$ cat src/eld_pkg.sv
package eld_pkg;

   localparam logic [2:0] STATUS_OK      = 3'd0;
   localparam logic [2:0] STATUS_UNKNOWN = 3'd1;
   localparam logic [2:0] STATUS_OCT_OVF = 3'd2;
   localparam logic [2:0] STATUS_HEX_OVF = 3'd3;
   localparam logic [2:0] STATUS_NEWLINE = 3'd4;
   localparam logic [2:0] STATUS_EOI     = 3'd5;

   localparam logic [7:0] CHAR_BACKSLASH = 8'h5C;
   localparam logic [7:0] CHAR_SQUOTE    = 8'h27;
   localparam logic [7:0] CHAR_DQUOTE    = 8'h22;
   localparam logic [7:0] CHAR_QMARK     = 8'h3F;
   localparam logic [7:0] CHAR_NEWLINE   = 8'h0A;
   localparam logic [7:0] CHAR_TAB       = 8'h09;
   localparam logic [7:0] CHAR_CR        = 8'h0D;
   localparam logic [7:0] CHAR_VT        = 8'h0B;
   localparam logic [7:0] CHAR_BS        = 8'h08;
   localparam logic [7:0] CHAR_FF        = 8'h0C;
   localparam logic [7:0] CHAR_BEL       = 8'h07;
   localparam logic [7:0] CHAR_ZERO      = 8'h30;
   localparam logic [7:0] CHAR_SPACE     = 8'h20;
   localparam logic [7:0] CHAR_DEL       = 8'h7F;

   localparam logic [7:0] LETTER_T = 8'h74;
   localparam logic [7:0] LETTER_N = 8'h6E;
   localparam logic [7:0] LETTER_R = 8'h72;
   localparam logic [7:0] LETTER_V = 8'h76;
   localparam logic [7:0] LETTER_B = 8'h62;
   localparam logic [7:0] LETTER_F = 8'h66;
   localparam logic [7:0] LETTER_A = 8'h61;
   localparam logic [7:0] LETTER_X = 8'h78;

   typedef struct packed {
      logic [7:0] in_byte;
      logic       quote_is_double;
      logic       end_of_input;
   } req_type;

   typedef struct packed {
      logic       byte_valid;
      logic [7:0] out_byte;
      logic [7:0] char_code;
      logic       char_done;
      logic       literal_done;
      logic [2:0] status;
      logic       last;
   } rsp_type;

   typedef struct packed {
      logic [7:0] code;
      logic [2:0] status;
      logic       verbatim;
      logic       ends;
   } char_type;

   typedef struct packed {
      logic     eoi;
      logic     two_chars;
      char_type c0;
      char_type c1;
   } job_type;

   typedef struct packed {
      logic char_fin;
      logic job_last;
   } step_type;

endpackage

$ cat src/eld_decode.sv
module eld_decode (
   input  logic             clock,
   input  logic             reset,
   input  logic             accept,
   input  eld_pkg::req_type req,
   output logic             has_job,
   output eld_pkg::job_type job
);
   import eld_pkg::*;

   typedef enum logic [1:0] {MODE_PLAIN, MODE_ESC, MODE_OCT, MODE_HEX} mode_type;

   typedef struct packed {
      logic     has;
      char_type ch;
      logic     to_esc;
   } plain_type;

   mode_type    mode_ff;
   mode_type    mode_in;
   logic [7:0]  code_ff;
   logic [7:0]  code_in;
   logic [7:0]  term;
   plain_type   plain;
   logic        is_oct;
   logic        digit_ok;
   logic [3:0]  digit;
   logic [11:0] value;
   logic        overflow;
   logic        esc_known;
   logic [7:0]  esc_code;

   function automatic plain_type plain_step(input logic [7:0] c, input logic [7:0] t);
      plain_type p;
      p = '0;
      if (c == CHAR_NEWLINE) begin
         p.has       = 1'b1;
         p.ch.code   = CHAR_QMARK;
         p.ch.status = STATUS_NEWLINE;
         p.ch.ends   = 1'b1;
      end else if (c == CHAR_BACKSLASH) begin
         p.to_esc = 1'b1;
      end else begin
         p.has         = 1'b1;
         p.ch.code     = c;
         p.ch.status   = STATUS_OK;
         p.ch.verbatim = (c == t);
         p.ch.ends     = (c == t);
      end
      return p;
   endfunction

   always_comb begin
      term   = req.quote_is_double ? CHAR_DQUOTE : CHAR_SQUOTE;
      plain  = plain_step(req.in_byte, term);
      is_oct = (mode_ff == MODE_OCT);

      esc_known = 1'b1;
      esc_code  = 8'd0;
      case (req.in_byte)
         LETTER_T: esc_code = CHAR_TAB;
         LETTER_N: esc_code = CHAR_NEWLINE;
         LETTER_A: esc_code = CHAR_BEL;
         LETTER_R: esc_code = CHAR_CR;
         LETTER_F: esc_code = CHAR_FF;
         LETTER_B: esc_code = CHAR_BS;
         LETTER_V: esc_code = CHAR_VT;
         CHAR_BACKSLASH: esc_code = CHAR_BACKSLASH;
         CHAR_SQUOTE: esc_code = CHAR_SQUOTE;
         CHAR_DQUOTE: esc_code = CHAR_DQUOTE;
         default: esc_known = 1'b0;
      endcase

      digit_ok = 1'b0;
      digit    = req.in_byte[3:0];
      if (is_oct) begin
         digit_ok = (req.in_byte[7:3] == 5'b00110);
         digit    = {1'b0, req.in_byte[2:0]};
      end else if (req.in_byte >= 8'h30 && req.in_byte <= 8'h39) begin
         digit_ok = 1'b1;
      end else if ((req.in_byte >= 8'h61 && req.in_byte <= 8'h66) ||
                   (req.in_byte >= 8'h41 && req.in_byte <= 8'h46)) begin
         digit_ok = 1'b1;
         digit    = req.in_byte[3:0] + 4'd9;
      end
      value    = is_oct ? {1'b0, code_ff, digit[2:0]} : {code_ff, digit};
      overflow = (value[11:8] != 4'd0);

      has_job = 1'b0;
      job     = '0;
      mode_in = mode_ff;
      code_in = code_ff;
      if (req.end_of_input) begin
         has_job = 1'b1;
         job.eoi = 1'b1;
         mode_in = MODE_PLAIN;
         code_in = 8'd0;
      end else begin
         case (mode_ff)
            MODE_PLAIN: begin
               has_job = plain.has;
               job.c0  = plain.ch;
               if (req.in_byte == CHAR_NEWLINE) begin
                  code_in = 8'd0;
               end
               if (plain.to_esc) begin
                  mode_in = MODE_ESC;
               end
            end
            MODE_ESC: begin
               mode_in = MODE_PLAIN;
               if (esc_known) begin
                  has_job       = 1'b1;
                  job.c0.code   = esc_code;
                  job.c0.status = STATUS_OK;
               end else if (req.in_byte[7:3] == 5'b00110) begin
                  mode_in = MODE_OCT;
                  code_in = {5'd0, req.in_byte[2:0]};
               end else if (req.in_byte == LETTER_X) begin
                  mode_in = MODE_HEX;
                  code_in = 8'd0;
               end else begin
                  has_job       = 1'b1;
                  job.c0.code   = CHAR_QMARK;
                  job.c0.status = STATUS_UNKNOWN;
               end
            end
            default: begin
               if (!digit_ok || overflow) begin
                  has_job       = 1'b1;
                  job.c0.code   = digit_ok ? value[7:0] : code_ff;
                  job.c0.status = !digit_ok ? STATUS_OK :
                                  (is_oct ? STATUS_OCT_OVF : STATUS_HEX_OVF);
                  job.two_chars = plain.has;
                  job.c1        = plain.ch;
                  mode_in       = plain.to_esc ? MODE_ESC : MODE_PLAIN;
                  code_in       = 8'd0;
               end else begin
                  code_in = value[7:0];
               end
            end
         endcase
      end
   end

   always_ff @(posedge clock) begin
      if (reset) begin
         mode_ff <= MODE_PLAIN;
         code_ff <= 8'd0;
      end else if (accept) begin
         mode_ff <= mode_in;
         code_ff <= code_in;
      end
   end

   assert property (@(posedge clock) disable iff (reset)
      (mode_ff == MODE_PLAIN || mode_ff == MODE_ESC) |-> code_ff == 8'd0)
      else $error("Code is not clear outside a numeric escape.");

   assert property (@(posedge clock) disable iff (reset)
      accept && req.end_of_input |=> mode_ff == MODE_PLAIN && code_ff == 8'd0)
      else $error("End of input did not return the decoder to plain mode.");

   assert property (@(posedge clock) disable iff (reset)
      has_job && job.two_chars |-> !job.eoi && (mode_ff == MODE_OCT || mode_ff == MODE_HEX))
      else $error("Two characters decoded outside a numeric escape.");

endmodule

$ cat src/eld_expand.sv
module eld_expand (
   input  logic              char_sel,
   input  logic [1:0]        byte_idx,
   input  eld_pkg::job_type  job,
   output eld_pkg::rsp_type  result,
   output eld_pkg::step_type step
);
   import eld_pkg::*;

   typedef struct packed {
      logic [1:0]      len_m1;
      logic [3:0][7:0] bytes;
   } spell_type;

   char_type  ch;
   spell_type sp;
   logic      fin;
   logic      more;

   function automatic spell_type spell(input char_type c);
      spell_type s;
      s          = '0;
      s.bytes[0] = CHAR_BACKSLASH;
      if (c.verbatim) begin
         s.bytes[0] = c.code;
      end else if (c.code == CHAR_BACKSLASH || c.code == CHAR_SQUOTE ||
                   c.code == CHAR_DQUOTE) begin
         s.len_m1   = 2'd1;
         s.bytes[1] = c.code;
      end else if (c.code >= CHAR_SPACE && c.code < CHAR_DEL) begin
         s.bytes[0] = c.code;
      end else begin
         s.len_m1 = 2'd1;
         case (c.code)
            CHAR_TAB:     s.bytes[1] = LETTER_T;
            CHAR_NEWLINE: s.bytes[1] = LETTER_N;
            CHAR_CR:      s.bytes[1] = LETTER_R;
            CHAR_VT:      s.bytes[1] = LETTER_V;
            CHAR_BS:      s.bytes[1] = LETTER_B;
            CHAR_FF:      s.bytes[1] = LETTER_F;
            default: begin
               s.len_m1   = 2'd3;
               s.bytes[1] = CHAR_ZERO + {6'd0, c.code[7:6]};
               s.bytes[2] = CHAR_ZERO + {5'd0, c.code[5:3]};
               s.bytes[3] = CHAR_ZERO + {5'd0, c.code[2:0]};
            end
         endcase
      end
      return s;
   endfunction

   always_comb begin
      ch   = char_sel ? job.c1 : job.c0;
      sp   = spell(ch);
      fin  = (byte_idx == sp.len_m1);
      more = !char_sel && job.two_chars;
      if (job.eoi) begin
         result              = '0;
         result.literal_done = 1'b1;
         result.status       = STATUS_EOI;
         result.last         = 1'b1;
         step.char_fin       = 1'b1;
         step.job_last       = 1'b1;
      end else begin
         result.byte_valid   = 1'b1;
         result.out_byte     = sp.bytes[byte_idx];
         result.char_code    = ch.code;
         result.char_done    = fin;
         result.literal_done = fin && ch.ends;
         result.status       = ch.status;
         result.last         = fin && !more;
         step.char_fin       = fin;
         step.job_last       = fin && !more;
      end
   end

endmodule

$ cat src/escaped_literal_decoder.sv
// Channel   Direction  Handshake          Word
// req       in         req_valid/stall    eld_pkg::req_type, one raw byte of the literal
// rsp       out        rsp_valid/stall    eld_pkg::rsp_type, one byte of canonical spelling
//
// An accepted word is decoded in the cycle it arrives and any job it yields is held in a
// job register. While the output is not stalled, each following cycle sends one spelling
// byte to the output register; a job yields one to eight bytes, an end-of-input job none.
// The input is stalled while a job still has bytes to send after this cycle.
// Reset is synchronous and returns the decoder to plain mode with an empty pipeline.
module escaped_literal_decoder (
   input  logic             clock,
   input  logic             reset,
   input  logic             req_valid,
   output logic             req_stall,
   input  eld_pkg::req_type req_data,
   output logic             rsp_valid,
   input  logic             rsp_stall,
   output eld_pkg::rsp_type rsp_data
);
   import eld_pkg::*;

   logic     accept;
   logic     has_job;
   job_type  job;
   job_type  job_ff;
   logic     job_valid_ff;
   logic     job_valid_in;
   logic     char_sel_ff;
   logic     char_sel_in;
   logic [1:0] byte_idx_ff;
   logic [1:0] byte_idx_in;
   rsp_type  result;
   step_type step;
   rsp_type  rsp_data_ff;
   logic     rsp_valid_ff;
   logic     rsp_valid_in;
   logic     out_free;
   logic     advance;
   logic     job_done;

   eld_decode u_decode (
      .clock   (clock),
      .reset   (reset),
      .accept  (accept),
      .req     (req_data),
      .has_job (has_job),
      .job     (job)
   );

   eld_expand u_expand (
      .char_sel (char_sel_ff),
      .byte_idx (byte_idx_ff),
      .job      (job_ff),
      .result   (result),
      .step     (step)
   );

   always_comb begin
      out_free  = !rsp_valid_ff || !rsp_stall;
      advance   = job_valid_ff && out_free;
      job_done  = advance && step.job_last;
      req_stall = job_valid_ff && !job_done;
      accept    = req_valid && !req_stall;

      job_valid_in = job_valid_ff;
      char_sel_in  = char_sel_ff;
      byte_idx_in  = byte_idx_ff;
      if (accept && has_job) begin
         job_valid_in = 1'b1;
         char_sel_in  = 1'b0;
         byte_idx_in  = 2'd0;
      end else if (job_done) begin
         job_valid_in = 1'b0;
      end else if (advance) begin
         if (step.char_fin) begin
            char_sel_in = 1'b1;
            byte_idx_in = 2'd0;
         end else begin
            byte_idx_in = byte_idx_ff + 2'd1;
         end
      end
      rsp_valid_in = out_free ? job_valid_ff : rsp_valid_ff;
   end

   always_ff @(posedge clock) begin
      if (reset) begin
         job_valid_ff <= 1'b0;
         char_sel_ff  <= 1'b0;
         byte_idx_ff  <= 2'd0;
         rsp_valid_ff <= 1'b0;
      end else begin
         job_valid_ff <= job_valid_in;
         char_sel_ff  <= char_sel_in;
         byte_idx_ff  <= byte_idx_in;
         rsp_valid_ff <= rsp_valid_in;
      end
   end

   always_ff @(posedge clock) begin
      if (accept && has_job) begin
         job_ff <= job;
      end
      if (advance) begin
         rsp_data_ff <= result;
      end
   end

   assign rsp_valid = rsp_valid_ff;
   assign rsp_data  = rsp_data_ff;

   assert property (@(posedge clock) disable iff (reset)
      accept && has_job |=> job_valid_ff && !char_sel_ff && byte_idx_ff == 2'd0)
      else $error("A new job did not start at its first byte.");

   assert property (@(posedge clock) disable iff (reset)
      job_valid_ff && char_sel_ff |-> job_ff.two_chars && !job_ff.eoi)
      else $error("Second character selected in a job that has none.");

   assert property (@(posedge clock) disable iff (reset)
      job_valid_ff && job_ff.eoi |-> step.job_last && byte_idx_ff == 2'd0)
      else $error("End of input job yields more than one word.");

   assert property (@(posedge clock) disable iff (reset)
      job_done |=> rsp_valid_ff && rsp_data_ff.last)
      else $error("Final word of a job was not marked last.");

endmodule
$ cat config.mk
export PLATFORM = sky130hd
export DESIGN_NAME = escaped_literal_decoder
export DESIGN_NICKNAME = d
export VERILOG_FILES = /design/src/eld_pkg.sv /design/src/eld_decode.sv /design/src/eld_expand.sv /design/src/escaped_literal_decoder.sv
export SDC_FILE = /design/constraint.sdc
export NUM_CORES = 1
export LEC_CHECK = 0
export ABC_AREA = 1
export BUFFER_PORTS_ARGS = -buffer_cell sky130_fd_sc_hd__buf_4
export CELL_PAD_IN_SITES_DETAIL_PLACEMENT = 1
export CELL_PAD_IN_SITES_GLOBAL_PLACEMENT = 1
export CORE_AREA = 2 2 97 99
export CTS_CLUSTER_DIAMETER = 40
export CTS_CLUSTER_SIZE = 30
export DETAILED_ROUTE_END_ITERATION = 10
export DIE_AREA = 0 0 99 101
export HOLD_SLACK_MARGIN = 0.15
export PLACE_DENSITY_LB_ADDON = 0.1
export RECOVER_POWER = 50
export SKIP_LAST_GASP = 1
export SYNTH_ARGS = -nofsm -noshare
export SYNTH_HDL_FRONTEND = slang
export SYNTH_SLANG_ARGS = --single-unit
$ cat constraint.sdc
create_clock -name clock -period 4.91 [get_ports clock]
set_clock_uncertainty 0.2 [all_clocks]
set_input_delay 0.7365 -clock clock [delete_from_list [all_inputs] [get_ports clock]]
set_output_delay 0.7365 -clock clock [all_outputs]
set_load 0.005 [all_outputs]
Word level (Yosys, flattened, before mapping)
Cells that the tools add are included.
Word-level totals
  register bits after elaboration: 66
  word-level logic and storage cells: 171
  output and inout bits: 25
Cells by class
  order comparisons: 9
  eq/ne operators: 30
  add/subtract/negate cells: 5
  mux-type cells: 64
  bitwise gates (word level): 3
  reduce and logical (&&, ||, !) cells: 37
Operators by type and width (count)
  2-to-1 mux 8 bit: 12
  equality test 8 x 7 -> 1 bit, second input constant: 10
  one-hot mux 7 bit (10 select lines): 1
  equality test 8 x 4 -> 1 bit, second input constant: 7
  2-to-1 mux 26 bit: 2
  one-hot mux 8 bit (6 select lines): 1
  2-to-1 mux 11 bit: 3
  equality test 8 x 6 -> 1 bit, second input constant: 4
  2-to-1 mux 12 bit: 2
  2-to-1 mux 23 bit: 1
  one-hot mux 11 bit (2 select lines): 1
  2-to-1 mux 1 bit: 18
  2-to-1 mux 18 bit: 1
  2-to-1 mux 2 bit: 9
  binary-select mux 8 bit (select 2 bit): 1
  >= comparator 8 x 6 -> 1 bit, second input constant: 2
  >= comparator 8 x 7 -> 1 bit, second input constant: 2
  less-or-equal comparator 8 x 7 -> 1 bit, second input constant: 2
  2-to-1 mux 16 bit: 1
  one-hot mux 8 bit (2 select lines): 1
  adder 6 x 3 -> 7 bit, first input constant: 2
  2-to-1 mux 14 bit: 1
  2-to-1 mux 13 bit: 1
  logical AND 1 bit: 12
  other kinds (32): 51

Depth between registers and ports, before layout
  depth after elaboration: 17
  depth in mapped cells: 21
  depth with buffers taken out: 19

Hierarchy
From an unflattened synthesis, not the netlist that was laid out.
Second synthesis, totals
  cell total of the unflattened synthesis: 623
  area total of the unflattened synthesis: 4585.6 um^2
By module, submodules not included
  escaped_literal_decoder: area an instance 1806.7 um^2, cells an instance 95, times used 1, sequential area each 1631.6 um^2
  eld_decode: area an instance 1783.0 um^2, cells an instance 321, times used 1, sequential area each 200.2 um^2
  eld_expand: area an instance 996.0 um^2, cells an instance 207, times used 1, sequential area each 0.0 um^2

Least setup slack after synthesis
No wires, ideal clock.
  path kind: input-to-reg
  from: in req_data[2] (netlist name)
  to: reg job_ff[0] (netlist name) (enable)
  stages: 13
  library setup time: 0.381 ns
  data arrival time: 2.513 ns
  setup slack: 1.816 ns
  data required time: 4.329 ns
  buffers on the path: 0
  cell sequence: inv_1 ha_1 o21ai_0 nand2_1 nand3_1 nor2_1 nor2_1 inv_1 nor2_1 inv_1 nand4_1 nand3_1 inv_1
Between the ends
  cells in the longest elaborated chain, start to end: 12
  elaborated cells between the ends (all ways): 38
  those cells by class: 6 x order compare; 12 x eq/ne; 12 x mux; 8 x reduce/logical
Ends and longest elaborated chain
  start: declaration: RTL line escaped_literal_decoder.sv:15  | input eld_pkg::req_type req_data,
  >= comparator 8 x 7 -> 1 bit (tied with other cells): RTL line eld_decode.sv:81  | end else if ((req.in_byte >= 8'h61 && req.in_byte <= 8'h66) ||
  logical AND 1 bit (on tied branches): RTL line eld_decode.sv:81, eld_decode.sv:82
  logical OR 1 bit: RTL line eld_decode.sv:81
  2-to-1 mux 1 bit: RTL line eld_decode.sv:81
  2-to-1 mux 1 bit: RTL line eld_decode.sv:79  | end else if (req.in_byte >= 8'h30 && req.in_byte <= 8'h39) begin
  2-to-1 mux 1 bit: RTL line eld_decode.sv:76  | if (is_oct) begin
  zero test 1 bit: RTL line eld_decode.sv:129  | if (!digit_ok || overflow) begin
  logical OR 1 bit: RTL line eld_decode.sv:129
  2-to-1 mux 1 bit: RTL line eld_decode.sv:129
  one-hot mux 1 bit (2 select lines) (*): RTL line eld_decode.sv:99  | case (mode_ff)
  2-to-1 mux 1 bit (*): RTL line eld_decode.sv:93  | if (req.end_of_input) begin
  logical AND 1 bit (*): RTL line escaped_literal_decoder.sv:100  | if (accept && has_job) begin
  end signal: assignment: RTL line escaped_literal_decoder.sv:101  | job_ff <= job;
  end: declaration: RTL line escaped_literal_decoder.sv:25  | job_type job_ff;
Mark *: on every way between the ends. The rest lies on a longest branch, timed or not.
A chain may end at the register's enable or synchronous reset.

Worst setup path in the final report
  from: reg char_sel_ff
  to: out req_stall
Between the ends
  cells in the longest elaborated chain, start to end: 13
  elaborated cells between the ends (all ways): 29
  those cells by class: 2 x order compare; 10 x eq/ne; 6 x mux; 11 x reduce/logical
Ends and longest elaborated chain
  start: declaration: RTL line escaped_literal_decoder.sv:28  | logic char_sel_ff;
  start signal: assignment: RTL line escaped_literal_decoder.sv:93  | char_sel_ff <= char_sel_in;
  branches (longest 8 deep; another with >= comparator 8 x 6 -> 1 bit)
  logical AND 1 bit (*): RTL line eld_expand.sv:73  | step.job_last = fin && !more;
  2-to-1 mux 2 bit (*): RTL line eld_expand.sv:57  | if (job.eoi) begin
  logical AND 1 bit (*): RTL line escaped_literal_decoder.sv:61  | job_done = advance && step.job_last;
  zero test 1 bit (*): RTL line escaped_literal_decoder.sv:62  | req_stall = job_valid_ff && !job_done;
  logical AND 1 bit (*): RTL line escaped_literal_decoder.sv:62
  end: declaration: RTL line escaped_literal_decoder.sv:14  | output logic req_stall,
Mark *: on every way between the ends.

==> results.md <==
* I/O Pins at 39
* Starting DRT DRC Count at 141
* Area grow syn2layout at 13.2%
* Fin crit share at 0.835
* Slew @ Worst Pin at 1.39 ns
* DP HPWL at 9470 um
* Worst r2r path cells at 14
* PwrDens at 352 nW/um^2
* Leak pwr at 0.00208 uW
* Max Buffers Root-to-Sink at 2
* Hold path startpoint: rsp_valid
* Gp weighted congestion at 0.961
* Reg2reg setup slack at 0.93 ns
* First-pass GRT wire length at 19900 um
* CP Class: reg2out
* RR Endpoint: job_ff[21]
* Library cells used by synthesis at 45
* Slew Limit Fails at 0
* Instance count on the critical path at 14
* Port-buffer cells at 38
* Total global routing overflow at 0
* RSZ-0062 raised after global routing: false
* Vias per cell at 5.50
* EDFF count, synth at 49
* Post-synthesis sequential area ratio at 0.424
* Row count at 35
* Most frequent cells in the layout: 124 x nand2_1, 95 x nor2_1, 84 x inv_1, 49 x edfxtp_1, 31 x o21ai_0
* CP endpoint: req_stall
* Fin. Hold Viols at 0
* CP max-delay cell: dfxtp_1
* Clk pin slew, worst setup/hold paths at 0.08 ns
* WP data arrival at 3.16 ns
* Vias at 3896
* Post-CTS Resized at 0
* Root buffer cell: clkbuf_8
* Avg WL per Cell at 17.0 um
* Status: finished, final reports clean
* Die area at 10000 sq um
* Pin count of the biggest net entering global routing at 27
* Critical R2R Launch: char_sel_ff
* Syn_area_per_cell at 7.53 sq um
* Post-layout minimum cycle time at 4.10 ns
* Crit-path cells: inv_4 > nand2_1 > nand2_1 > nand2_1 > nor2_1 > o21ai_0 > nand4_1 > nand2_1 > nand2_1 > nand2_4 > nand3_4 > nand2_4 > inv_1 > buf_4
* Register bit total from synthesis at 64
* Vias in the first global route at 4106
* CTS Buf Count at 9
* Starting Density at 0.465
* Buffers and inverters on the worst path at 3
* CTS tree: yes
* CTS H-tree lvls at 3
* Synth warn at 0
* DRC errors left at 0
* Share of layout cells above drive strength 1 at 0.139
* Drt total wl at 12000 um
* Achievable Freq at 244 MHz
* Number of post-CTS setup repair buffers at 0
* Fin nets at 611
* Max incr delay on CP at 0.67 ns
* Chip Height at 101 um
* Main synth FF type: edfxtp_1
* Slew margin rel. at 0.0743
* Worst Setup SP: char_sel_ff
* Initial antenna violation count at 0
* Hold Buf Count CTS at 0
* Cell repeated most along the worst path: nand2_1
* Leading cell type in the layout, fill and taps excluded: nand2_1
* Max Fanout on Critical Path at 20
* Cell family with most CP delay: simple AND/OR/NAND/NOR gates
* Max VDD drop at 0.000151 V
* Diodes inserted at 0
* Total iterations of the first detailed-routing run at 4
* CP Capture Type: output pin
* Fillers at 1172
* Mapped Area at 4180 sq um
* Sink Count at 64
* Core area at 8980 sq um
* Critical Path Source Type: register
* Final setup violation count at 0
* Die Wd at 99 um
* Asr flop ratio synth at 0
* Clk_lat worst skew at 0.35 ns
* Post-synthesis net count at 574
* Final hold slack at 0.304 ns
* Setup TNS Final at 0 ns
* Post-Syn Instances at 555
* GRT Util Overall at 0.250
* Path type of the worst min-delay path: reg2reg
* Critical Path RT at 3.97 ns
* Max-Cap Viols at 0
* Antenna Nets Post-Route at 0
worst min path at each step:
stage                end  cells past startpoint
4_1_cts        rsp_valid                      2
5_1_grt        rsp_valid                      2
3_3_place_gp   rsp_valid                      2
2_1_floorplan  rsp_valid                      2
6_report       rsp_valid                      2
3_5_place_dp   rsp_valid                      2
metal layers:
metal | routed length, um | track usage | vias to the layer above
met5 | 0 | 0 | -
met4 | 452 | 0.109 | 0
met3 | 374 | 0.0395 | 37
met2 | 6540 | 0.482 | 93
met1 | 4670 | 0.268 | 1855
li1 | - | - | 1911
cell families (layout without fill, tap and decap cells):
logic type / Yosys count / count (layout) / share of synthesized area
and+or+nand+nor: 296 / 296 / 0.324
buffers and inverters: 105 / 147 / 0.107
AOI/OAI and AO/OA: 83 / 83 / 0.125
DFF: 64 / 64 / 0.424
adders and majority gates: 5 / 5 / 0.0150
xor gates and xnor gates: 2 / 2 / 0.00419
per-stage QoR:
stage / area, sq um / cells / util / power [uW] / worst slack, ns
6_report: 4730 / 708 / 0.527 / 1670 / 0.810
5_1_grt: 4730 / 708 / 0.527 / 1750 / 0.398
4_1_cts: 4770 / 708 / 0.531 / 1690 / 1.04
3_5_place_dp: 4520 / 692 / 0.503 / 1120 / 0.809
3_3_place_gp: 4520 / 692 / 0.503 / 1100 / 0.816
2_1_floorplan: 4180 / 555 / - / 979 / 1.82
area by class of cell:
cell class              instances  area (sq um)  share of cell area
clock buffers                   9           124              0.0262
well taps                     111           139              0.0294
multi-input cells             386          1940               0.409
flip-flops and latches         64          1770               0.375
repair buffers                 40           285              0.0603
inverters                      91           347              0.0733
clock inverters                 7           128              0.0270
power by group:
group,internal [uW],switching [uW],leakage [uW],total (uW)
combinational,128,283,0.00136,411
sequential,658,32.8,0.000599,691
clock,344,221,0.000126,565
sequential cells by signal, summed over array words and instances (netlist names):
name,count
rsp_data,23
byte_idx_ff,2
u_decode.mode_ff,2
char_sel_ff,1
rsp_valid,1
u_decode.code_ff,8
job_ff,26
job_valid_ff,1
worst register-to-register path: stages, from the launching register on:
cell and delay, ns:
dfxtp_1 0.67, inv_4 0.20, nand2_1 0.12, nand2_1 0.13
nand2_1 0.16, nor2_1 0.08, o21ai_0 0.45, nand4_1 0.22
nand2_1 0.11, nand2_1 0.13, nand2_4 0.12, nand3_4 0.07
nand2_4 0.16, nand3_1 0.14, inv_1 0.65
synthesized netlist by cell type, drive strengths merged, types with 5 or more instances:
library cell	count	area (sq um)
nand2	142	641
nor2	99	387
inv	88	335
edfxtp	49	1470
o21ai	34	174
nand3	28	165
nand4	19	119
dfxtp	15	300
a21oi	14	73.8
buf	7	75.1
clkbuf	7	26.3
a31oi	6	37.5
nor3	6	30.0
ha	5	62.6
Note: power is estimated with default switching activity, not from simulation.
